`config.mk`:
```
export PLATFORM = sky130hd
export DESIGN_NAME = integer_to_ascii_formatter
export DESIGN_NICKNAME = d
export VERILOG_FILES = /design/src/sv/itoa_pkg.sv /design/src/sv/itoa_ram.sv /design/src/sv/itoa_divider.sv /design/src/sv/integer_to_ascii_formatter.sv
export SDC_FILE = /design/constraint.sdc
export NUM_CORES = 1
export LEC_CHECK = 0
export BUFFER_PORTS_ARGS = -buffer_cell sky130_fd_sc_hd__clkbuf_2
export CAP_MARGIN = 20
export CORE_ASPECT_RATIO = 1.4
export CORE_UTILIZATION = 30
export DETAILED_ROUTE_END_ITERATION = 12
export PLACE_DENSITY = 0.44
export SYNTH_ARGS = -nofsm -noshare
export SYNTH_HDL_FRONTEND = slang
export SYNTH_SLANG_ARGS = --single-unit
```
`constraint.sdc`:
```
create_clock -name clock -period 19.1 [get_ports clock]
set_input_delay 1.91 -clock clock [delete_from_list [all_inputs] [get_ports clock]]
set_output_delay 1.91 -clock clock [all_outputs]
set_load 0.02 [all_outputs]
```
`src/sv/itoa_pkg.sv`:
```
`default_nettype none
// ----------------------------------------------------------------------------
// Integer to ASCII formatter package
// Shared types, character codes, limits and the digit character function.
// ----------------------------------------------------------------------------
package itoa_pkg;

   // Payload types
   typedef logic [63:0] value_type;
   typedef logic [7:0]  char_type;
   typedef logic [5:0]  radix_type;
   typedef logic [6:0]  count_type;

   // Output length limit default and digit store geometry
   localparam int MAX_CHARS_DEFAULT = 64;
   localparam int DIGIT_DEPTH       = 64;
   localparam int DIGIT_AW          = $clog2(DIGIT_DEPTH);
   localparam int LEN_W             = 8;

   // Divider geometry: magnitude bits consumed per cycle
   localparam int VALUE_W      = 64;
   localparam int DIV_STEPS    = 8;
   localparam int DIV_CYCLES   = VALUE_W / DIV_STEPS;
   localparam int DIV_CNT_W    = $clog2(DIV_CYCLES);

   // Valid radix range
   localparam radix_type RADIX_MIN = 6'd2;
   localparam radix_type RADIX_MAX = 6'd36;
   localparam radix_type RADIX_OCT = 6'd8;
   localparam radix_type RADIX_HEX = 6'd16;

   // Character codes
   localparam char_type CH_NUL   = 8'h00;
   localparam char_type CH_SPACE = 8'h20;
   localparam char_type CH_PLUS  = 8'h2B;
   localparam char_type CH_MINUS = 8'h2D;
   localparam char_type CH_ZERO  = 8'h30;
   localparam char_type CH_X     = 8'h78;
   localparam char_type CH_UP_A  = 8'h41;
   localparam char_type CH_LO_A  = 8'h61;

   // Map a digit value below 36 to its character in the chosen case.
   function automatic char_type digit_char(input radix_type dval, input logic upper);
      char_type base;
      begin
         if (dval < 6'd10) begin
            digit_char = CH_ZERO + {2'b00, dval};
         end else begin
            base = upper ? CH_UP_A : CH_LO_A;
            digit_char = base + {2'b00, dval} - 8'd10;
         end
      end
   endfunction

endpackage
`default_nettype wire

```
`src/sv/itoa_ram.sv`:
```
`default_nettype none
// ----------------------------------------------------------------------------
// Generic single-port-write RAM
// One write port and one read port with registered read data.
// ----------------------------------------------------------------------------
module itoa_ram #(
   parameter int WIDTH = 8,
   parameter int DEPTH = 64
) (
   input  wire logic                     clock,
   input  wire logic                     wr_en,
   input  wire logic [$clog2(DEPTH)-1:0] wr_addr,
   input  wire logic [WIDTH-1:0]         wr_data,
   input  wire logic                     rd_en,
   input  wire logic [$clog2(DEPTH)-1:0] rd_addr,
   output logic      [WIDTH-1:0]         rd_data
);

   logic [WIDTH-1:0] mem_ff [DEPTH];

   // Write port and registered read port.
   always_ff @(posedge clock) begin
      if (wr_en) begin
         mem_ff[wr_addr] <= wr_data;
      end
      if (rd_en) begin
         rd_data <= mem_ff[rd_addr];
      end
   end

endmodule
`default_nettype wire

```
`src/sv/itoa_divider.sv`:
```
`default_nettype none
// ----------------------------------------------------------------------------
// Iterative radix divider
// Long division of a 64-bit magnitude by a small radix, several quotient
// bits per cycle, giving the quotient and the remainder as the next digit.
// ----------------------------------------------------------------------------
module itoa_divider (
   input  wire logic               clock,
   input  wire logic               reset,
   input  wire logic               start,
   input  wire itoa_pkg::value_type dividend,
   input  wire itoa_pkg::radix_type radix,
   output logic                    done,
   output itoa_pkg::value_type     quotient,
   output itoa_pkg::radix_type     remainder
);
   import itoa_pkg::*;

   logic                 run_ff, run_in;
   logic                 done_ff, done_in;
   logic [DIV_CNT_W-1:0] step_ff, step_in;
   value_type            quo_ff, quo_in;
   radix_type            rem_ff, rem_in;
   value_type            q_work;
   radix_type            r_work;
   logic [6:0]           trial;

   // A handful of restoring division steps on the narrow remainder.
   always_comb begin
      q_work = quo_ff;
      r_work = rem_ff;
      trial  = '0;
      for (int i = 0; i < DIV_STEPS; i++) begin
         trial  = {r_work, q_work[VALUE_W-1]};
         q_work = {q_work[VALUE_W-2:0], 1'b0};
         if (trial >= {1'b0, radix}) begin
            r_work    = 6'(trial - {1'b0, radix});
            q_work[0] = 1'b1;
         end else begin
            r_work = trial[5:0];
         end
      end
   end

   // Sequencing of the division passes.
   always_comb begin
      run_in  = run_ff;
      done_in = 1'b0;
      step_in = step_ff;
      quo_in  = quo_ff;
      rem_in  = rem_ff;
      if (start) begin
         run_in  = 1'b1;
         step_in = '0;
         quo_in  = dividend;
         rem_in  = '0;
      end else if (run_ff) begin
         quo_in  = q_work;
         rem_in  = r_work;
         step_in = step_ff + DIV_CNT_W'(1);
         if (step_ff == DIV_CNT_W'(DIV_CYCLES - 1)) begin
            run_in  = 1'b0;
            done_in = 1'b1;
         end
      end
   end

   always_ff @(posedge clock) begin
      if (reset) begin
         run_ff  <= 1'b0;
         done_ff <= 1'b0;
         step_ff <= '0;
      end else begin
         run_ff  <= run_in;
         done_ff <= done_in;
         step_ff <= step_in;
      end
      quo_ff <= quo_in;
      rem_ff <= rem_in;
   end

   assign done      = done_ff;
   assign quotient  = quo_ff;
   assign remainder = rem_ff;

endmodule
`default_nettype wire

```
`src/sv/integer_to_ascii_formatter.sv`:
```
`default_nettype none
// ----------------------------------------------------------------------------
// Integer to ASCII formatter
// Converts one integer per request to printf-style characters in radix
// 2 to 36, one character per response, with sign, prefix and padding.
// ----------------------------------------------------------------------------
//  Channel   Direction  Handshake              Payload
//  req_      in         req_valid / req_ready  value, width mode, radix, flags
//  rsp_      out        rsp_valid / rsp_ready  character, last, errors
//
//  The shared divider yields one digit per division (a load and its passes),
//  and each character spends one state on the digit store read and one on display.
//  A bad radix puts its single error response out in the cycle after acceptance.
//  req_ready is high only while no request is in progress; a stalled response
//  holds all its fields. Synchronous reset returns the sequencer to idle.
// ----------------------------------------------------------------------------
module integer_to_ascii_formatter #(
   parameter int MAX_CHARS = itoa_pkg::MAX_CHARS_DEFAULT
) (
   input  wire logic                clock,
   input  wire logic                reset,
   input  wire logic                req_valid,
   output logic                     req_ready,
   input  wire itoa_pkg::value_type req_value,
   input  wire logic                req_wide_value,
   input  wire itoa_pkg::radix_type req_radix,
   input  wire itoa_pkg::count_type req_min_width,
   input  wire itoa_pkg::count_type req_min_digits,
   input  wire logic                req_left_align,
   input  wire logic                req_plus_sign,
   input  wire logic                req_space_sign,
   input  wire logic                req_alt_prefix,
   input  wire logic                req_zero_pad,
   input  wire logic                req_signed_mode,
   input  wire logic                req_upper_case,
   output logic                     rsp_valid,
   input  wire logic                rsp_ready,
   output itoa_pkg::char_type       rsp_out_char,
   output logic                     rsp_last_char,
   output logic                     rsp_bad_radix,
   output logic                     rsp_cut_off
);
   import itoa_pkg::*;

   localparam int POS_W = $clog2(MAX_CHARS);

   // Sequencer codes
   localparam logic [2:0] S_IDLE   = 3'd0;
   localparam logic [2:0] S_ERR    = 3'd1;
   localparam logic [2:0] S_PREP   = 3'd2;
   localparam logic [2:0] S_DIV    = 3'd3;
   localparam logic [2:0] S_SIZE   = 3'd4;
   localparam logic [2:0] S_LAYOUT = 3'd5;
   localparam logic [2:0] S_FETCH  = 3'd6;
   localparam logic [2:0] S_SHOW   = 3'd7;

   logic [2:0]       state_ff, state_in;

   // Captured request
   value_type        value_ff;
   logic             wide_ff, left_ff, plus_ff, space_ff, alt_ff, zpad_ff, sgn_ff, upper_ff;
   radix_type        radix_ff;
   count_type        width_ff, prec_ff;

   // Per-request working state
   char_type         sign_ch_ff, sign_ch_in;
   logic             has_sign_ff, has_sign_in;
   logic [1:0]       prefix_ff, prefix_in;
   count_type        digit_count_ff, digit_count_in;
   count_type        prec_eff_ff, prec_eff_in;
   count_type        pad_ff, pad_in;
   logic [LEN_W-1:0] e_lead_ff, e_sign_ff, e_pref_ff, e_prec_ff, e_dig_ff;
   logic [LEN_W-1:0] e_lead_in, e_sign_in, e_pref_in, e_prec_in, e_dig_in;
   logic [POS_W-1:0] pos_ff, pos_in, last_pos_ff, last_pos_in;
   logic             cut_ff, cut_in;

   // Combinational helpers
   value_type        ext_value, magnitude, div_dividend, div_quotient;
   radix_type        div_remainder;
   logic             neg, div_start, div_done, finish;
   logic             ram_wr_en, ram_rd_en;
   char_type         ram_rd_data, show_char;
   logic signed [8:0] size_s;
   count_type        prec_eff;
   logic [LEN_W-1:0] pad_w, lead_w, zero_w, trail_w, total_w, total_m1, pos_x, dig_idx;
   logic             accept, bad_radix, zpad_eff, is_last;

   assign accept    = req_valid && req_ready;
   assign bad_radix = (req_radix < RADIX_MIN) || (req_radix > RADIX_MAX);
   assign zpad_eff  = zpad_ff && !left_ff;

   // Magnitude and sign from the captured value.
   always_comb begin
      if (wide_ff) begin
         ext_value = value_ff;
      end else begin
         ext_value = {{32{sgn_ff & value_ff[31]}}, value_ff[31:0]};
      end
      neg       = sgn_ff && ext_value[VALUE_W-1];
      magnitude = neg ? (~ext_value + 64'd1) : ext_value;
   end

   // Divider hookup: first pass from the magnitude, later ones from the quotient.
   assign finish       = (div_quotient == '0) || (digit_count_ff == 7'(DIGIT_DEPTH - 1));
   assign div_start    = (state_ff == S_PREP) || ((state_ff == S_DIV) && div_done && !finish);
   assign div_dividend = (state_ff == S_PREP) ? magnitude : div_quotient;
   assign ram_wr_en    = (state_ff == S_DIV) && div_done;

   itoa_divider u_divider (
      .clock     (clock),
      .reset     (reset),
      .start     (div_start),
      .dividend  (div_dividend),
      .radix     (radix_ff),
      .done      (div_done),
      .quotient  (div_quotient),
      .remainder (div_remainder)
   );

   // Field size arithmetic.
   always_comb begin
      prec_eff = (prec_ff > digit_count_ff) ? prec_ff : digit_count_ff;
      size_s   = $signed({2'b00, width_ff}) - $signed({8'b0, has_sign_ff})
               - $signed({7'b0, prefix_ff}) - $signed({2'b00, prec_eff});
      pad_w    = {1'b0, pad_ff};
      lead_w   = (!zpad_eff && !left_ff) ? pad_w : '0;
      zero_w   = zpad_eff ? pad_w : '0;
      trail_w  = left_ff ? pad_w : '0;
      total_w  = pad_w + {7'b0, has_sign_ff} + {6'b0, prefix_ff} + {1'b0, prec_eff_ff};
      total_m1 = total_w - 8'd1;
   end

   // Character selection by position within the segments.
   assign pos_x   = {{(LEN_W - POS_W){1'b0}}, pos_ff};
   assign dig_idx = e_dig_ff - 8'd1 - pos_x;
   assign ram_rd_en = (state_ff == S_FETCH);

   itoa_ram #(
      .WIDTH (8),
      .DEPTH (DIGIT_DEPTH)
   ) u_digit_store (
      .clock   (clock),
      .wr_en   (ram_wr_en),
      .wr_addr (digit_count_ff[DIGIT_AW-1:0]),
      .wr_data (digit_char(div_remainder, upper_ff)),
      .rd_en   (ram_rd_en),
      .rd_addr (dig_idx[DIGIT_AW-1:0]),
      .rd_data (ram_rd_data)
   );

   always_comb begin
      if (pos_x < e_lead_ff) begin
         show_char = CH_SPACE;
      end else if (pos_x < e_sign_ff) begin
         show_char = sign_ch_ff;
      end else if (pos_x < e_pref_ff) begin
         show_char = (pos_x == e_sign_ff) ? CH_ZERO : CH_X;
      end else if (pos_x < e_prec_ff) begin
         show_char = CH_ZERO;
      end else if (pos_x < e_dig_ff) begin
         show_char = ram_rd_data;
      end else begin
         show_char = CH_SPACE;
      end
   end

   assign is_last = (pos_ff == last_pos_ff);

   // Sequencer next state.
   always_comb begin
      state_in       = state_ff;
      sign_ch_in     = sign_ch_ff;
      has_sign_in    = has_sign_ff;
      prefix_in      = prefix_ff;
      digit_count_in = digit_count_ff;
      prec_eff_in    = prec_eff_ff;
      pad_in         = pad_ff;
      e_lead_in      = e_lead_ff;
      e_sign_in      = e_sign_ff;
      e_pref_in      = e_pref_ff;
      e_prec_in      = e_prec_ff;
      e_dig_in       = e_dig_ff;
      pos_in         = pos_ff;
      last_pos_in    = last_pos_ff;
      cut_in         = cut_ff;
      case (state_ff)
         S_IDLE: begin
            if (accept) begin
               state_in = bad_radix ? S_ERR : S_PREP;
            end
         end
         S_ERR: begin
            if (rsp_ready) begin
               state_in = S_IDLE;
            end
         end
         S_PREP: begin
            has_sign_in    = sgn_ff && (neg || plus_ff || space_ff);
            sign_ch_in     = neg ? CH_MINUS : (plus_ff ? CH_PLUS : CH_SPACE);
            prefix_in      = !alt_ff ? 2'd0 : (radix_ff == RADIX_HEX) ? 2'd2 :
                             (radix_ff == RADIX_OCT) ? 2'd1 : 2'd0;
            digit_count_in = '0;
            state_in       = S_DIV;
         end
         S_DIV: begin
            if (div_done) begin
               digit_count_in = digit_count_ff + 7'd1;
               if (finish) begin
                  state_in = S_SIZE;
               end
            end
         end
         S_SIZE: begin
            prec_eff_in = prec_eff;
            pad_in      = (size_s > 9'sd0) ? size_s[6:0] : '0;
            state_in    = S_LAYOUT;
         end
         S_LAYOUT: begin
            e_lead_in   = lead_w;
            e_sign_in   = lead_w + {7'b0, has_sign_ff};
            e_pref_in   = e_sign_in + {6'b0, prefix_ff};
            e_prec_in   = e_pref_in + zero_w + {1'b0, prec_eff_ff - digit_count_ff};
            e_dig_in    = e_prec_in + {1'b0, digit_count_ff};
            cut_in      = total_w > LEN_W'(MAX_CHARS);
            last_pos_in = cut_in ? POS_W'(MAX_CHARS - 1) : total_m1[POS_W-1:0];
            pos_in      = '0;
            state_in    = S_FETCH;
         end
         S_FETCH: begin
            state_in = S_SHOW;
         end
         S_SHOW: begin
            if (rsp_ready) begin
               if (is_last) begin
                  state_in = S_IDLE;
               end else begin
                  pos_in   = pos_ff + POS_W'(1);
                  state_in = S_FETCH;
               end
            end
         end
         default: begin
            state_in = S_IDLE;
         end
      endcase
   end

   // Registers: sequencer state under reset, captured request loaded on acceptance, working state free-running.
   always_ff @(posedge clock) begin
      if (reset) begin
         state_ff <= S_IDLE;
      end else begin
         state_ff <= state_in;
      end
      if (accept) begin
         value_ff <= req_value;
         wide_ff  <= req_wide_value;
         radix_ff <= req_radix;
         width_ff <= req_min_width;
         prec_ff  <= req_min_digits;
         left_ff  <= req_left_align;
         plus_ff  <= req_plus_sign;
         space_ff <= req_space_sign;
         alt_ff   <= req_alt_prefix;
         zpad_ff  <= req_zero_pad;
         sgn_ff   <= req_signed_mode;
         upper_ff <= req_upper_case;
      end
      sign_ch_ff     <= sign_ch_in;
      has_sign_ff    <= has_sign_in;
      prefix_ff      <= prefix_in;
      digit_count_ff <= digit_count_in;
      prec_eff_ff    <= prec_eff_in;
      pad_ff         <= pad_in;
      e_lead_ff      <= e_lead_in;
      e_sign_ff      <= e_sign_in;
      e_pref_ff      <= e_pref_in;
      e_prec_ff      <= e_prec_in;
      e_dig_ff       <= e_dig_in;
      pos_ff         <= pos_in;
      last_pos_ff    <= last_pos_in;
      cut_ff         <= cut_in;
   end

   // Port outputs.
   assign req_ready     = (state_ff == S_IDLE);
   assign rsp_valid     = (state_ff == S_SHOW) || (state_ff == S_ERR);
   assign rsp_out_char  = (state_ff == S_ERR) ? CH_NUL : show_char;
   assign rsp_last_char = (state_ff == S_ERR) || is_last;
   assign rsp_bad_radix = (state_ff == S_ERR);
   assign rsp_cut_off   = (state_ff == S_SHOW) && is_last && cut_ff;

endmodule
`default_nettype wire

```
# Word level (Yosys, flattened, before mapping)
# Memory sizes are Yosys's and may differ from the RTL's. A register that Yosys moved wholly into a read port is not among the register bits.
# Cells that the tools add are included.
# totals
ramBits,512
latchBits,0
out_inout_bits,13
wordCells,193
register_bits,255
n_memories,1
romBits,0
# mem_list
name,depth,word_bits,read_ports,rd_clocked_by_memory_dff,write_ports,line_no,text
u_digit_store.mem_ff,64,8,1,1,1,itoa_ram.sv:19,logic [WIDTH-1:0] mem_ff [DEPTH];
# op_classes
n_eq_ne,20
n_div,0
addsub,30
n_bitwise,4
reduce_logical,31
n_shift,0
n_mul,0
mux,55
order_cmp,19
# ops
operator,n
2-to-1 mux 64 bit,5
2-to-1 mux 6 bit,11
"adder 64 x 1 -> 64 bit, second input constant",1
logical NOT 64 bit,1
NOT 64 bit,1
greater-or-equal comparator 7 x 6 -> 1 bit,8
2-to-1 mux 8 bit,7
subtractor 6 bit,9
less-than comparator 6 x 8 -> 1 bit,5
2-to-1 mux 7 bit,5
adder 8 x 7 -> 8 bit,4
case mux 3 bit (8 select lines),1
2-to-1 mux 3 bit,6
adder 7 x 1 -> 8 bit,2
adder 8 x 2 -> 8 bit,2
"equality test 3 bit, second input constant",5
2-to-1 mux 1 bit,15
case mux 7 bit (2 select lines),1
case mux 6 bit (2 select lines),1
"subtractor 6 x 1 -> 6 bit, second input constant",2
"greater-than comparator 9 x 1 -> 1 bit, second input constant",1
logical AND 1 bit,9
subtractor 8 x 3 -> 9 bit,1
subtractor 9 x 8 -> 9 bit,1
other kinds (35),55

# Depth between registers and ports, before layout
# depth
ltp_word,18
depth_mapped,79
depth_no_buf,75

# Cells and area by module
# A second synthesis with hierarchy kept.
# hier_totals
cells_unflattened,2770
hier_area_um2,38718.4
# modules_own_cells
module,cells_each,instances,area_per_inst_um2
itoa_ram,940,1,20246.9
integer_to_ascii_formatter,1284,1,12497.0
itoa_divider,546,1,5974.5

# Worst setup path before layout
# OpenSTA, ideal clock, no wires.
# synth_path
path_kind,register -> register
start,register radix_ff[1]
end,register u_divider.rem_ff[2] (netlist: u_divider.remainder[2])
n_path_buf,3
setup_time_ps,112
stages_incl_launch_ff,78
period_less_slack_ps,15952
arrival_ps,15840
slack_ps,3148
path_cell_list,edfxtp_1 -> inv_1 -> ha_1 -> a21oi_1 -> o21ai_0 -> a21oi_1 -> mux2_2 -> inv_1 -> ha_1 -> a21o_1 -> a211oi_1 -> o21ai_1 -> or2_2 -> nand2_1 -> a21boi_0 -> ha_1 -> nor2b_1 -> o31a_1 -> [... 42 more ...] -> a21o_1 -> a21o_1 -> a31o_2 -> a21oi_1 -> o21a_1 -> a21bo_1 -> buf_6 -> mux2i_1 -> ha_1 -> a21o_1 -> a21o_1 -> a21o_1 -> a21o_1 -> o21bai_1 -> a21oi_1 -> o211a_1 -> nor3_1 -> a2111oi_1
# synth_via
elab_chain_cells,16
word_cells_on_any_way,24
classes_between,add/sub: 8; order compare: 8; mux: 8
# synth_rtl
element,line_no,text
from (decl),integer_to_ascii_formatter.sv:62,radix_type radix_ff;
from (signal assigned),integer_to_ascii_formatter.sv:258,radix_ff <= req_radix;
subtractor 6 bit / greater-or-equal comparator 7 x 6 -> 1 bit (equally long branches),"itoa_divider.sv:37, itoa_divider.sv:36",
2-to-1 mux 6 bit,itoa_divider.sv:36,"if (trial >= {1'b0, radix}) begin"
subtractor 6 bit / greater-or-equal comparator 7 x 6 -> 1 bit (equally long branches),"itoa_divider.sv:37, itoa_divider.sv:36",
2-to-1 mux 6 bit,itoa_divider.sv:36,
subtractor 6 bit / greater-or-equal comparator 7 x 6 -> 1 bit (equally long branches),"itoa_divider.sv:37, itoa_divider.sv:36",
2-to-1 mux 6 bit,itoa_divider.sv:36,
subtractor 6 bit / greater-or-equal comparator 7 x 6 -> 1 bit (equally long branches),"itoa_divider.sv:37, itoa_divider.sv:36",
2-to-1 mux 6 bit,itoa_divider.sv:36,
subtractor 6 bit / greater-or-equal comparator 7 x 6 -> 1 bit (equally long branches),"itoa_divider.sv:37, itoa_divider.sv:36",
2-to-1 mux 6 bit,itoa_divider.sv:36,
greater-or-equal comparator 7 x 6 -> 1 bit / subtractor 6 bit (equally long branches),"itoa_divider.sv:36, itoa_divider.sv:37",
2-to-1 mux 6 bit,itoa_divider.sv:36,
subtractor 6 bit / greater-or-equal comparator 7 x 6 -> 1 bit (equally long branches),"itoa_divider.sv:37, itoa_divider.sv:36",
2-to-1 mux 6 bit,itoa_divider.sv:36,
subtractor 6 bit / greater-or-equal comparator 7 x 6 -> 1 bit (equally long branches),"itoa_divider.sv:37, itoa_divider.sv:36",
2-to-1 mux 6 bit (*),itoa_divider.sv:36,
to (signal assigned),itoa_divider.sv:79,rem_ff <= rem_in;
to (decl),itoa_divider.sv:23,"radix_type rem_ff, rem_in;"
# Every way passes the cells marked *; elsewhere a longest branch is shown, timed or not.
# A chain may end at the register's enable or synchronous reset.

# Final worst setup path
# layout_path
start,register radix_ff[3]
end,register u_divider.rem_ff[2] (netlist: u_divider.remainder[2])
# layout_via
elab_chain_cells,16
word_cells_on_any_way,24
classes_between,add/sub: 8; order compare: 8; mux: 8
# layout_rtl
element,line_no
subtractor 6 bit / greater-or-equal comparator 7 x 6 -> 1 bit (equally long branches),"itoa_divider.sv:37, itoa_divider.sv:36"
2-to-1 mux 6 bit,itoa_divider.sv:36
subtractor 6 bit / greater-or-equal comparator 7 x 6 -> 1 bit (equally long branches),"itoa_divider.sv:37, itoa_divider.sv:36"
2-to-1 mux 6 bit,itoa_divider.sv:36
subtractor 6 bit / greater-or-equal comparator 7 x 6 -> 1 bit (equally long branches),"itoa_divider.sv:37, itoa_divider.sv:36"
2-to-1 mux 6 bit,itoa_divider.sv:36
greater-or-equal comparator 7 x 6 -> 1 bit / subtractor 6 bit (equally long branches),"itoa_divider.sv:36, itoa_divider.sv:37"
2-to-1 mux 6 bit,itoa_divider.sv:36
subtractor 6 bit / greater-or-equal comparator 7 x 6 -> 1 bit (equally long branches),"itoa_divider.sv:37, itoa_divider.sv:36"
2-to-1 mux 6 bit,itoa_divider.sv:36
subtractor 6 bit / greater-or-equal comparator 7 x 6 -> 1 bit (equally long branches),"itoa_divider.sv:37, itoa_divider.sv:36"
2-to-1 mux 6 bit,itoa_divider.sv:36
greater-or-equal comparator 7 x 6 -> 1 bit / subtractor 6 bit (equally long branches),"itoa_divider.sv:36, itoa_divider.sv:37"
2-to-1 mux 6 bit,itoa_divider.sv:36
subtractor 6 bit / greater-or-equal comparator 7 x 6 -> 1 bit (equally long branches),"itoa_divider.sv:37, itoa_divider.sv:36"
2-to-1 mux 6 bit (*),itoa_divider.sv:36
# Marked as above.

==> metrics.md <==
| Metric | Value |
|---|---|
| Synth top area share | 0.612 |
| Slowest library cell on the worst path | a221o_1 |
| Syn_area_per_cell | 14.7 um^2 |
| Worst Hold Depth | 2 |
| Inserted Clock Buffers | 80 |
| Seq/Total Area, Yosys | 0.620 |
| Utilization after layout | 0.345 |
| Synth Flop Type | edfxtp_1 |
| Routed Wire Length | 99000 um |
| Worst endpoint required time | between 15 and 20 ns |
| Crit end category | register |
| Most common cell after layout, fill and taps aside | edfxtp_1 |
| Setup Viol. Count Final | 0 |
| Min-delay worst type | reg -> reg |
| Pre-antenna DRT Iters | 5 |
| Min-Delay Endpoint | u_divider.step_ff[1] |
| #FFs+latches synth | 769 |
| Clk_lat worst skew | 0.68 ns |
| CTS tree | yes |
| Fmax | between 50 and 60 MHz |
| Die W | 299 um |
| Drt drc | 0 |
| Mapped Nets | between 2000 and 3000 |
| GRT Total Usage | 0.159 |
| Bufs on Longest Clock Path | 3 |
| DR WL/cell | 22.8 um |
| Post-DP HPWL | 70100 um |
| Antenna violations before repair | 2 |
| Async set-reset flop share out of synthesis | 0 |
| Core ar. | roughly 0.12 mm^2 |
| CP startpoint kind | register |
| GPL Wtd Cong | 0.863 |
| Leading cell types in the layout, fill and taps excluded | edfxtp_1 (755), nand2_1 (165), nor2_1 (164) |
| IO Pins | between 100 and 150 |
| Global-route wire length before repair | roughly 150000 um |
| N_diodes | 0 |
| CTS clock-pin slew for the worst setup and hold paths | 0.06 ns |
| MaxCap Viol Count | 0 |
| NumNets Final | a little under 3000 |
| CTS root buf | clkbuf_16 |
| Largest area contributor in the netlist | edfxtp_1 |
| Vias post-DR | 21400 |
| CP Class | reg -> reg |
| Period utilization | 0.945 |
| Share of cells above drive strength 1 | 0.181 |
| Largest net degree at the start of global routing | 96 |
| Hold_buf cts | 0 |
| DR WL met3 | about 3100 um |
| Grt total ovfl | 0 |
| Final hold violations | 0 |
| Crit path DAT | 18.59 ns |
| Initial core utilization | 0.302 |
| DR vias/cell | 4.94 |
| Hold Crit Start | u_divider.step_ff[1] |
| R2R depth | 76 |
| Cells after synthesis | between 2000 and 3000 |
| Clk sinks | 769 |
| RSZ-0062 raised after global routing | no |
| Crit-path most repeated cell | a21o_1 |
| Top Metal Used | met5 |
| Htree depth | 3 |
| Worst slew pin tran | 1.06 ns |
| FF-to-FF setup slack | 1.05 ns |
| Main area contributors after synthesis | edfxtp_1 (61%), mux4_2 (9.7%), ha_1 (5.1%) |
| Row count | 152 |
| Post-synthesis cell area | 0.0370 mm^2 |
| Crit-path max FO | 9 |
| Number of library cell types mapped by synthesis | 80 |
| Chip height | 418 um |
| Final Skew | 0.0499 ns |
| Met2 WL | roughly 53000 um |
| Slew margin rel. | 0.286 |
| Max Slew Vio Count | 0 |
| Vias in the first global route | 22900 |
| Synthesis Warnings | 0 |
| Syn-to-layout area delta | 14.2% |
| Number of synthesized flops with an enable pin | 755 |
| IO Port Bufs | 108 |
| CP max stage delay | approximately 0.47 ns |
| Die area | around 0.12 mm^2 |
| Setup TNS | 0 ns |
| R2r endpoint | u_divider.remainder[2] |
| Tmin final | 18.05 ns |
| Antenna-violating nets left | 0 |
| WL met1 | 38800 um |
| First-iteration detailed-routing DRC count | 1311 |
| Status | complete, no violations |
| Reg2reg start | radix_ff[3] |
-- stage by stage --
step | cell area (um^2) | setup slack (ns) | instances | hold slack, ns
after floorplan | 37000 | 3.15 | 2523 | 0.502
after global placement | 39700 | 1.46 | 4191 | 0.514
after detailed placement | 39700 | 1.02 | 4191 | 0.524
after CTS | 42300 | 0.989 | 4338 | 0.538
after global routing | 42300 | 0.0336 | 4338 | 0.564
final | 42300 | 1.05 | 4338 | 0.529
-- layer usage --
layer	vias to the layer above	track usage
li1	9914	-
met1	10900	0.180
met2	413	0.297
met3	163	0.0204
met4	4	0.0668
met5	-	0
-- registers in the layout (all words and copies together) (netlist names), 2 cells and up --
name and cells:
value_ff 64, state_ff 3, u_digit_store.rd_data 8, e_dig_ff 8, e_pref_ff 8, last_pos_ff 6
pos_ff 6, prec_eff_ff 7, e_sign_ff 8, prec_ff 7, e_lead_ff 7, width_ff 7
u_digit_store.mem_ff 512, radix_ff 6, u_divider.step_ff 3, u_divider.remainder 6, u_divider.quotient 64, prefix_ff 2
sign_ch_ff 3, e_prec_ff 8, digit_count_ff 7, pad_ff 7
-- synth_stat cells, drive strengths merged (17+ instances only) --
library cell / number
edfxtp: 755
nor2: 168
nand2: 165
mux4: 160
ha: 152
inv: 142
a21oi: 138
o21ai: 116
xnor2: 98
clkbuf: 75
xor2: 54
a21o: 45
nand3: 41
nor3: 32
nor4: 31
mux2: 28
fa: 26
nor2b: 26
or3: 25
mux2i: 21
and2: 18
nand2b: 18
a211oi: 17
-- how the worst max path moves through the flow --
stage	from	to	slack, ns
after global routing	radix_ff[3]	u_divider.remainder[2]	0.03
after floorplan	radix_ff[1]	u_divider.remainder[2]	3.15
after detailed placement	radix_ff[3]	u_divider.remainder[2]	1.02
final	radix_ff[3]	u_divider.remainder[2]	1.05
after global placement	radix_ff[3]	u_divider.remainder[2]	1.46
after CTS	radix_ff[3]	u_divider.remainder[2]	0.99
-- cell families (layout without fill, tap and decap cells) --
family                   Yosys count  after routing  share of synthesized area
flip-flops                       769            769                      0.620
AND/OR/NAND/NOR                  567            567                     0.0720
AO/OA/AOI/OAI                    415            415                     0.0704
buffers and inverters            233            431                     0.0242
multiplexers                     209            209                      0.112
adder cells (fa/ha/maj)          178            178                     0.0654
XOR/XNOR                         152            152                     0.0360
-- repair_timing --
action / in CTS / in global routing
endpoints found under the setup margin: 0 / 1
buffers inserted: 0 / 0
gates resized for setup: 0 / 2
-- critical path: cells and delay by family, from the launching register on --
kind                     cells  cell delay [ns]
buffers and inverters        7             0.83
AO/OA/AOI/OAI               45            10.75
adder cells (fa/ha/maj)      8             2.28
flip-flops                   1             0.40
multiplexers                 7             2.34
AND/OR/NAND/NOR              9             1.32
-- final cells by class --
cell class | instances | area [um^2]
repair buffers | 142 | 808
clock inverters | 52 | 574
clock buffers | 95 | 2060
flip-flops and latches | 769 | 23000
inverters | 142 | 537
multi-input cells | 1521 | 13300
fillers | 11800 | 80200
well taps | 1617 | 2020
Power is not shown: default switching activity piles up to over one toggle a cycle in this logic, so the estimate is an artifact.
